<file path="src/rtl/checksum_frame_deframer_macros.svh">
// assertion helpers for the deframer rtl
`ifndef CHECKSUM_FRAME_DEFRAMER_MACROS_SVH
`define CHECKSUM_FRAME_DEFRAMER_MACROS_SVH

`ifndef SYNTHESIS

// property holds at every rising clock edge outside reset
`define CFD_ASSERT(lbl, clk, rst_n, prop) \
  lbl: assert property (@(posedge clk) disable iff (!rst_n) (prop)) \
    else $error("cfd assertion failed");

// consequent holds in the cycle after the antecedent
`define CFD_ASSERT_NEXT(lbl, clk, rst_n, ante, cons) \
  lbl: assert property (@(posedge clk) disable iff (!rst_n) (ante) |=> (cons)) \
    else $error("cfd assertion failed");

`else

`define CFD_ASSERT(lbl, clk, rst_n, prop)
`define CFD_ASSERT_NEXT(lbl, clk, rst_n, ante, cons)

`endif

`endif

</file>
<file path="src/rtl/cfd_pkg.sv">
package cfd_pkg;

  localparam int unsigned FRAME_BYTES = 9;
  // bytes kept between requests; the last frame byte is the incoming one
  localparam int unsigned WIN_BYTES   = FRAME_BYTES - 1;
  localparam int unsigned CNT_W       = $clog2(FRAME_BYTES);

  typedef logic [7:0] byte_t;
  typedef byte_t [WIN_BYTES-1:0] win_t;

  localparam byte_t HDR_FIRST_RST  = 8'hAA;
  localparam byte_t HDR_SECOND_RST = 8'h55;
  localparam byte_t SIZE_BYTE_VAL  = byte_t'(FRAME_BYTES);

  localparam logic [CNT_W-1:0] CNT_FULL = CNT_W'(WIN_BYTES);

  // register index as decoded from paddr[2]
  localparam logic REG_HDR_FIRST  = 1'b0;
  localparam logic REG_HDR_SECOND = 1'b1;

  typedef struct packed {
    logic hdr_ok;
    logic len_ok;
    logic sum_ok;
  } chk_t;

endpackage

</file>
<file path="src/rtl/checksum_frame_deframer.sv">
// an accepted byte waits in the input register; its frame result loads into the result register when it advances
// throughput: one byte per cycle; input register, window check and result register
// run concurrently, the only hold-off being a stalled full result register
// reset: rst_ni asynchronous active low; clears the window, byte count, valid flags
// and sets the header registers to 0xAA and 0x55
`include "checksum_frame_deframer_macros.svh"

module checksum_frame_deframer
  import cfd_pkg::*;
(
  input  logic        clk_i,
  input  logic        rst_ni,

  input  logic        psel,
  input  logic        penable,
  input  logic        pwrite,
  input  logic [2:0]  paddr,
  input  logic [31:0] pwdata,
  output logic [31:0] prdata,
  output logic        pready,

  input  logic        in_valid_i,
  output logic        in_stall_o,
  input  logic [7:0]  rx_byte_i,

  output logic        out_valid_o,
  input  logic        out_stall_i,
  output logic [7:0]  command_code_o,
  output logic [7:0]  device_type_o,
  output logic [7:0]  device_index_o,
  output logic [15:0] payload_value_o
);

  byte_t hdr_first_q, hdr_second_q;

  logic  s1_valid_q, s1_valid_d;
  byte_t s1_byte_q;

  win_t             win_q;
  logic [CNT_W-1:0] cnt_q, cnt_d;

  logic  out_valid_q, out_valid_d;
  byte_t cmd_q, dtype_q, didx_q;
  logic [15:0] value_q;

  chk_t chk;
  logic in_acc, adv, full, pass;

  // configuration port
  assign pready = 1'b1;

  always_ff @(posedge clk_i or negedge rst_ni) begin
    if (!rst_ni) begin
      hdr_first_q  <= HDR_FIRST_RST;
      hdr_second_q <= HDR_SECOND_RST;
    end else if (psel && penable && pwrite) begin
      case (paddr[2])
        REG_HDR_FIRST:  hdr_first_q  <= pwdata[7:0];
        REG_HDR_SECOND: hdr_second_q <= pwdata[7:0];
        default: ;
      endcase
    end
  end

  always_comb begin
    case (paddr[2])
      REG_HDR_FIRST:  prdata = {24'd0, hdr_first_q};
      REG_HDR_SECOND: prdata = {24'd0, hdr_second_q};
      default:        prdata = '0;
    endcase
  end

  // input register; a held byte moves on once the result slot is free or being taken
  assign adv        = s1_valid_q && (!out_valid_q || !out_stall_i);
  assign in_stall_o = s1_valid_q && !adv;
  assign in_acc     = in_valid_i && !in_stall_o;
  assign s1_valid_d = in_acc || (s1_valid_q && !adv);

  always_ff @(posedge clk_i or negedge rst_ni) begin
    if (!rst_ni) begin
      s1_valid_q <= 1'b0;
    end else begin
      s1_valid_q <= s1_valid_d;
    end
  end

  always_ff @(posedge clk_i) begin
    if (in_acc) begin
      s1_byte_q <= rx_byte_i;
    end
  end

  cfd_frame_check u_check (
    .win_i        (win_q),
    .last_byte_i  (s1_byte_q),
    .hdr_first_i  (hdr_first_q),
    .hdr_second_i (hdr_second_q),
    .chk_o        (chk)
  );

  assign full = (cnt_q == CNT_FULL);
  assign pass = full && chk.hdr_ok && chk.len_ok && chk.sum_ok;

  // a rejected full window keeps its count: the shift drops the oldest byte
  always_comb begin
    cnt_d = cnt_q;
    if (adv) begin
      if (pass) begin
        cnt_d = '0;
      end else if (!full) begin
        cnt_d = cnt_q + CNT_W'(1);
      end
    end
  end

  // window shifts towards index 0; newest byte enters at the top
  always_ff @(posedge clk_i or negedge rst_ni) begin
    if (!rst_ni) begin
      win_q <= '0;
      cnt_q <= '0;
    end else begin
      cnt_q <= cnt_d;
      if (adv) begin
        win_q <= {s1_byte_q, win_q[WIN_BYTES-1:1]};
      end
    end
  end

  // result register
  always_comb begin
    out_valid_d = out_valid_q;
    if (adv && pass) begin
      out_valid_d = 1'b1;
    end else if (!out_stall_i) begin
      out_valid_d = 1'b0;
    end
  end

  always_ff @(posedge clk_i or negedge rst_ni) begin
    if (!rst_ni) begin
      out_valid_q <= 1'b0;
    end else begin
      out_valid_q <= out_valid_d;
    end
  end

  always_ff @(posedge clk_i) begin
    if (adv && pass) begin
      cmd_q   <= win_q[3];
      dtype_q <= win_q[4];
      didx_q  <= win_q[5];
      value_q <= {win_q[6], win_q[7]};
    end
  end

  assign out_valid_o     = out_valid_q;
  assign command_code_o  = cmd_q;
  assign device_type_o   = dtype_q;
  assign device_index_o  = didx_q;
  assign payload_value_o = value_q;

  `CFD_ASSERT(a_cnt_range, clk_i, rst_ni, cnt_q <= CNT_FULL)
  `CFD_ASSERT_NEXT(a_pass_clears, clk_i, rst_ni, adv && pass, cnt_q == '0 && out_valid_q)
  `CFD_ASSERT_NEXT(a_reject_keeps, clk_i, rst_ni, adv && full && !pass, cnt_q == CNT_FULL)
  `CFD_ASSERT(a_stall_held, clk_i, rst_ni, !in_stall_o || (s1_valid_q && out_valid_q))
  `CFD_ASSERT(a_rose_src, clk_i, rst_ni, !$rose(out_valid_q) || $past(adv && pass))

endmodule

</file>
<file path="src/rtl/cfd_frame_check.sv">
module cfd_frame_check
  import cfd_pkg::*;
(
  input  win_t  win_i,
  input  byte_t last_byte_i,
  input  byte_t hdr_first_i,
  input  byte_t hdr_second_i,
  output chk_t  chk_o
);

  byte_t sum;

  // win_i[0] is the oldest held byte, i.e. frame byte 0
  always_comb begin
    sum = '0;
    for (int i = 0; i < WIN_BYTES; i++) begin
      sum = sum + win_i[i];
    end
  end

  assign chk_o.hdr_ok = (win_i[0] == hdr_first_i) && (win_i[1] == hdr_second_i);
  assign chk_o.len_ok = (win_i[2] == SIZE_BYTE_VAL);
  assign chk_o.sum_ok = (sum == last_byte_i);

endmodule

</file>
<file path="config.mk">
export PLATFORM = sky130hd
export DESIGN_NAME = checksum_frame_deframer
export DESIGN_NICKNAME = d
export VERILOG_FILES = /design/src/rtl/cfd_pkg.sv /design/src/rtl/checksum_frame_deframer.sv /design/src/rtl/cfd_frame_check.sv
export VERILOG_INCLUDE_DIRS = /design/src /design/src/rtl
export SDC_FILE = /design/constraint.sdc
export NUM_CORES = 1
export LEC_CHECK = 0
export ABC_AREA = 0
export BUFFER_PORTS_ARGS = -buffer_cell sky130_fd_sc_hd__buf_4
export CORE_UTILIZATION = 60
export DETAILED_ROUTE_END_ITERATION = 10
export PLACE_DENSITY = 0.85
export SLEW_MARGIN = 20
export SYNTH_ARGS = -nofsm -noshare
export SYNTH_HDL_FRONTEND = slang
export SYNTH_SLANG_ARGS = --single-unit
export TNS_END_PERCENT = 20
</file>
<file path="constraint.sdc">
create_clock -name clk_i -period 17.25 [get_ports clk_i]
set_input_delay 5.175 -clock clk_i [delete_from_list [all_inputs] [get_ports clk_i]]
set_output_delay 5.175 -clock clk_i [all_outputs]
set_load 0.02 [all_outputs]
</file>
==> results of run 1 <==
-- metal layers --
layer  track usage  up-vias  share of wire
met5             0        -              0
met2         0.382      158           0.50
met1         0.327     2058           0.43
met4        0.0939        0          0.016
li1              -     1889              -
met3        0.0596       23          0.061
-- area by class of cell --
class                   count  area, um^2
inverters                  54         203
clock buffers              22         453
flip-flops and latches    134        3600
well taps                 136         170
fillers                   666        2730
repair buffers             75         587
clock inverters            10         105
multi-input cells         354        2610
-- flip-flops by register name (all words and copies together), names as in the netlist, 8 cells and up --
name,count
win_q,64
payload_value_o,16
command_code_o,8
device_index_o,8
device_type_o,8
hdr_first_q,8
hdr_second_q,8
s1_byte_q,8
-- per-stage QoR --
step                cell area [um^2]  total power, mW  std cells
floorplan                       6650            0.902        583
global placement                7140             1.01        752
detailed placement              7140             1.06        752
CTS                             7700             1.41        784
global route                    7730             1.50        785
finish                          7730             1.40        785
-- cell usage in the layout, fill, tap and decap left out, drive strengths merged, types with 2 or more instances in the layout --
| cell type | count |
|---|---|
| a21o | 2 |
| a21oi | 4 |
| and2 | 2 |
| buf | 75 |
| bufinv | 2 |
| clkbuf | 22 |
| clkinv | 5 |
| clkinvlp | 2 |
| conb | 25 |
| dfrtp | 78 |
| dfstp | 8 |
| edfxtp | 48 |
| fa | 39 |
| ha | 10 |
| inv | 55 |
| mux2 | 24 |
| nand2 | 155 |
| nand2b | 2 |
| nand3 | 3 |
| nand4 | 7 |
| nor2 | 4 |
| nor3 | 3 |
| nor4b | 2 |
| o21ai | 25 |
| xnor2 | 32 |
| xnor3 | 3 |
| xor2 | 3 |
-- worst max path at each step --
stage	depth (start not counted)	slack (ns)	to
after floorplan	2	6.18	prdata[0]
after global placement	3	6.26	prdata[5]
after detailed placement	3	6.24	prdata[2]
after CTS	3	6.24	prdata[2]
after global routing	3	6.22	prdata[7]
final	3	6.24	prdata[2]
-- power by group through the flow --
stage	sequential, mW	clock (mW)	combinational [mW]
CTS	0.416	0.343	0.652
floorplan	0.407	0	0.495
global placement	0.417	0	0.595
detailed placement	0.421	0	0.634
finish	0.417	0.341	0.647
global route	0.422	0.359	0.717
-- cell families after synthesis --
family / Yosys count / share of synthesized area
AOI/OAI and AO/OA: 35 / 0.0296
muxes: 24 / 0.0412
other: 2 / 0.00114
and+or+nand+nor: 183 / 0.114
DFF: 134 / 0.549
xor gates and xnor gates: 38 / 0.0582
buffers and inverters: 95 / 0.0686
adders and majority gates: 49 / 0.138
==> results.md, run 1 <==
- Routed Antenna Nets: 0
- Kind of start point of the critical path: input port
- Max IR drop VDD: 0.0000919 V
- Hold Crit Start: win_q[54]$_DFFE_PN0P_
- WP buf/inv: 2
- Clk slew on worst S/H paths: 0.06 ns
- Max-slew violations: 0
- Core ar.: 10500 um^2
- Hold Fails Final Rpt: 0
- Post-synth EDFFs: 48
- Achievable clock frequency: 90.9 MHz
- PortBufs: 73
- H-tree levels: 4
- # nets final: 735
- Post-CTS setup buffer count: 0
- Hold Buf Count CTS: 0
- Gate Count Post-Synth: 560
- GRT Total Usage: 0.242
- Min-Delay Endpoint: payload_value_o[14]$_DFFE_PP_
- Logic pwr share: 0.461
- DR vias: 4128
- Status: finished clean
- Final core utilization: 0.739
- Async set-or-reset flop fraction in the synthesized netlist: 0.642
- Period utilization: 0.638
- Row count: 37
- DRC Markers: 0
- Commonest register cell after synthesis: dfrtp_1
- Synth area leaders: dfrtp_1 30%, edfxtp_1 22%, fa_1 12%
- Initial antenna violation count: 0
- # resized after CTS: 0
- DRC marker count from the first detailed-route iteration: 308
- Worst-Skew Late Latency: 0.53 ns
- Worst slack, placed: 6.24 ns
- RSZ-0062 raised after global routing: false
- Critical path's top delay family: multiplexers
- Commonest cells post-synth: 155 x nand2_1, 78 x dfrtp_1, 54 x inv_1, 48 x edfxtp_1, 39 x fa_1
- Seq/Total Area, Yosys: 0.549
- Slowest cell delay on critical path: 0.35 ns
- Diode count: 0
- Routed Wire Length: 12.6 mm
- Crit Path Category: in -> out
- Layout Skew: 0.00796 ns
- Hold/Removal Path Class: reg -> reg
- Routed len/inst: 16.0 um
- Largest fanout on the critical path: 10
- Syn Area/Cell: 11.7 um^2
- Yosys warns: 0
- CTS Buf Count: 17
- CP startpoint: paddr[2]
- Worst-Margin Slew: 0.788 ns
- Relative slew slack: 0.475
- PnR worst setup slack: 6.24 ns
- Register bit total from synthesis: 134
- Critical Path RT: 12.07 ns
- Clock tree buffer depth: 2
- R2R cell count: 16
- Count leader, synth: nand2_1
- Total global routing overflow: 0
- Hold_ws: 0.452 ns
- Unique masters post-synth: 34
- Critical-path cell list: buf_4 > mux2_2 > buf_4
- Synth area leader: dfrtp_1
- Sequential power share: 0.297
- IO Pins: 125
- Area share of the largest cell type after synthesis: 0.297
- Die Y: 107 um
- Worst Path Arrival: 5.83 ns
- Syn Std Cell Area: 6560 um^2
- CP endpoint kind: primary output
- R2r startpoint: win_q[2]$_DFFE_PN0P_
- Clock power frac: 0.242
- Switching part of the total: 0.374
- Critical path's most frequent cell: buf_4
- Worst path slowest cell: mux2_2
- Chip Width: 107 um
- Setup tns final: 0 ns
- Synth-to-Final Area Change: 17.8%
- Die area: 11400 um^2
- Layout cells sized above 1: 0.214
- Setup violators final: 0
- Max-cap violations: 0
- Reg2Reg Setup Slack: 11.72 ns
- Switch Pwr: 0.525 mW
- PwrDens: 182 nW/um^2
- First-pass GRT wire length: 20.5 mm
- Drt pass-1 iters: 4
- Post-layout minimum cycle time: 11.01 ns
- Cell leakage power: 3.56 nW
- TritonCTS Sinks: 134
- Power Internal: 0.880 mW
- Cell depth of the worst hold path: 0
- RR Endpoint: command_code_o[1]$_DFFE_PP_
- Vias in the first global route: 4127
- Largest net degree at the start of global routing: 87
- CTS tree: yes
- Vias per cell: 5.26
- DPL Wire Length: 8.34 mm
- Starting Density: 0.627
- RePlAce Congestion: 0.791
- Root Buffer: clkbuf_8
(Power assumes the default switching activity.)
==> run 2: changes to the inputs <==
--- a/config.mk
+++ b/config.mk
@@ -6,11 +6,11 @@
 export SDC_FILE = /design/constraint.sdc
 export NUM_CORES = 1
 export LEC_CHECK = 0
-export ABC_AREA = 0
+export ABC_AREA = 1
 export BUFFER_PORTS_ARGS = -buffer_cell sky130_fd_sc_hd__buf_4
-export CORE_UTILIZATION = 60
+export CORE_UTILIZATION = 51
 export DETAILED_ROUTE_END_ITERATION = 10
-export PLACE_DENSITY = 0.85
+export PLACE_DENSITY = 0.77
 export SLEW_MARGIN = 20
 export SYNTH_ARGS = -nofsm -noshare
 export SYNTH_HDL_FRONTEND = slang
==> constraint.sdc (replaced) <==
create_clock -name clk_i -period 9.3 [get_ports clk_i]
set_input_delay 2.79 -clock clk_i [delete_from_list [all_inputs] [get_ports clk_i]]
set_output_delay 2.79 -clock clk_i [all_outputs]
set_load 0.02 [all_outputs]
==> results.md, run 2 <==
- Status: complete, but fails checks
- Failing checks: DRC
- PnR worst setup slack: 2.97 ns
- Switching part of the total: 0.396
- Reg2Reg Setup Slack: 4.09 ns
- Clock tree buffer depth: 2
- Gate Count Post-Synth: 701
- Register area: 3600 um^2
- Vias per cell: 4.78
- PortBufs: 73
- Placement Cell Area: 7500 um^2
- R2R cell count: 17
- CTS tree: yes
- Die Y: 118 um
- Sequential power share: 0.282
- Vias in the first global route: 4573
- Achievable clock frequency: 158 MHz
- Area share of the largest cell type after synthesis: 0.284
- Layout Skew: 0.00885 ns
- First-pass GRT wire length: 22.0 mm
- Total global routing overflow: 0
- R2r startpoint: win_q[2]$_DFFE_PN0P_
- Worst path slowest cell: o21ai_0
- CP endpoint kind: primary output
- Switch Pwr: 1.07 mW
- Worst slack, placed: 2.98 ns
- Starting Density: 0.521
- Unique masters post-synth: 32
- Cell leakage power: 3.85 nW
- Post-CTS setup buffer count: 0
- TritonCTS Sinks: 134
- Synth area leaders: dfrtp_1 28%, edfxtp_1 21%, fa_1 11%
- Yosys warns: 0
- PwrDens: 332 nW/um^2
- Critical-path cell list: buf_4 > clkinv_1 > o21ai_0 > buf_4
- Largest fanout on the critical path: 10
- Syn Area/Cell: 9.80 um^2
- Register bit total from synthesis: 134
- Logic pwr share: 0.462
- Commonest cells post-synth: 185 x nand2_1, 109 x inv_1, 78 x dfrtp_1, 75 x o21ai_0, 48 x edfxtp_1
- Post-synth EDFFs: 48
- Post-route cell area: 8140 um^2
- Core ar.: 13200 um^2
- # nets final: 878
- RePlAce Congestion: 0.859
- Synth area leader: dfrtp_1
- Crit path to: prdata[0]
- Period utilization: 0.681
- Highest-count cells in the layout ignoring fill and taps: 184 x nand2_1, 109 x inv_1, 78 x dfrtp_1, 75 x o21ai_0, 75 x buf_4
- Syn Std Cell Area: 6870 um^2
- DRC Markers: 1
- Row count: 42
- Max IR drop VDD: 0.000249 V
- Max-cap violations: 0
- Clock power frac: 0.256
- Slowest cell delay on critical path: 0.24 ns
- Routed Antenna Nets: 0
- Area of the multi-input gates: 2690 um^2
- # resized after CTS: 0
- Max-slew violations: 0
- H-tree levels: 4
- Hold/Removal Path Class: reg -> reg
- Post-layout minimum cycle time: 6.33 ns
- Fillers: 1094
- Setup violators final: 0
- Commonest register cell after synthesis: dfrtp_1
- Cell depth of the worst hold path: 0
- Clk slew on worst S/H paths: 0.06 ns
- Critical path's top delay family: buffers and inverters
- Critical path's most frequent cell: buf_4
- CP startpoint: paddr[2]
- IO Pins: 125
- Setup tns final: 0 ns
- DRC marker count from the first detailed-route iteration: 347
- Synth-to-Final Area Change: 18.5%
- WP buf/inv: 3
- Largest Register: win_q
- Die area: 13900 um^2
- DPL Wire Length: 9.46 mm
- Root Buffer: clkbuf_16
- Commonest non-fill, non-tap cell in the layout: nand2_1
- Seq/Total Area, Yosys: 0.525
- DR vias: 4628
- Relative slew slack: 0.466
- RR Endpoint: device_type_o[5]$_DFFE_PP_
- Hold Buf Count CTS: 0
- Layout cells sized above 1: 0.162
- GRT Total Usage: 0.207
- CP Depth: 4
- CTS Buf Count: 17
- Crit Path Category: in -> out
- Pwr Total: 2.70 mW
- Drt pass-1 iters: 7
- Worst Path Arrival: 3.54 ns
- Routed len/inst: 13.4 um
- RSZ-0062 raised after global routing: false
- Routed Wire Length: 13.0 mm
- Power Internal: 1.63 mW
- Critical Path RT: 6.51 ns
- Max FFs per register: 64
- Worst-Margin Slew: 0.798 ns
- Hold Fails Final Rpt: 0
- Initial antenna violation count: 0
- Chip Width: 118 um
- Worst-Skew Late Latency: 0.43 ns
- Kind of start point of the critical path: input port
- Diode count: 0
- Async set-or-reset flop fraction in the synthesized netlist: 0.642
- Largest net degree at the start of global routing: 86
- Count leader, synth: nand2_1
run 2: changes by cell type in the layout (fill, tap and decap cells not counted), moves of 7 or more:
| cell | previous run | this run |
|---|---|---|
| inv_1 | 54 | 109 |
| mux2_2 | 24 | 0 |
| nand2_1 | 154 | 184 |
| nand2_2 | 0 | 7 |
| nand3_1 | 3 | 24 |
| nor2_1 | 3 | 25 |
| o21ai_0 | 25 | 75 |
| xnor2_1 | 31 | 15 |
run 2: kinds of logic after synthesis:
family / count (synthesis) / share of synthesized area
flip-flops: 134 / 0.525
XOR/XNOR: 19 / 0.0242
buffers and inverters: 153 / 0.0980
other: 2 / 0.00109
AND/OR/NAND/NOR: 263 / 0.159
AO/OA/AOI/OAI: 81 / 0.0607
adder cells (fa/ha/maj): 49 / 0.132
run 2: worst min path at each step:
stage / start / end / slack (ns)
global placement: win_q[58]$_DFFE_PN0P_ / payload_value_o[2]$_DFFE_PP_ / 0.43
floorplan: win_q[57]$_DFFE_PN0P_ / payload_value_o[1]$_DFFE_PP_ / 0.42
global route: win_q[57]$_DFFE_PN0P_ / payload_value_o[1]$_DFFE_PP_ / 0.46
finish: win_q[57]$_DFFE_PN0P_ / payload_value_o[1]$_DFFE_PP_ / 0.45
detailed placement: win_q[57]$_DFFE_PN0P_ / payload_value_o[1]$_DFFE_PP_ / 0.43
CTS: win_q[57]$_DFFE_PN0P_ / payload_value_o[1]$_DFFE_PP_ / 0.45
run 2: power groups by stage:
stage / sequential [mW] / combinational (mW) / clock (mW)
floorplan: 0.748 / 0.994 / 0
global placement: 0.768 / 1.20 / 0
detailed placement: 0.771 / 1.24 / 0
CTS: 0.761 / 1.25 / 0.701
global route: 0.772 / 1.44 / 0.725
finish: 0.761 / 1.25 / 0.690
run 2: cell type report:
type | instances | area share
Clock buffer | 18 | 0.0527
Multi-Input combinational cell | 437 | 0.330
Clock inverter | 14 | 0.0226
Tap cell | 176 | 0.0271
Inverter | 112 | 0.0517
Sequential cell | 134 | 0.443
Timing Repair Buffer | 77 | 0.0730
run 2: metrics by stage:
stage          cells  hold WS, ns   util
4_1_cts          967        0.447  0.615
3_3_place_gp     935        0.429  0.569
5_1_grt          968        0.461  0.617
2_1_floorplan    724        0.425      -
6_report         968        0.448  0.617
3_5_place_dp     935        0.433  0.569
run 2: per-layer routing:
| layer | vias to the layer above | track usage | wire, um |
|---|---|---|---|
| li1 | 2305 | - | - |
| met1 | 2178 | 0.278 | 5860 |
| met2 | 120 | 0.317 | 6130 |
| met3 | 25 | 0.0499 | 627 |
| met4 | 0 | 0.102 | 342 |
| met5 | - | 0 | 0 |
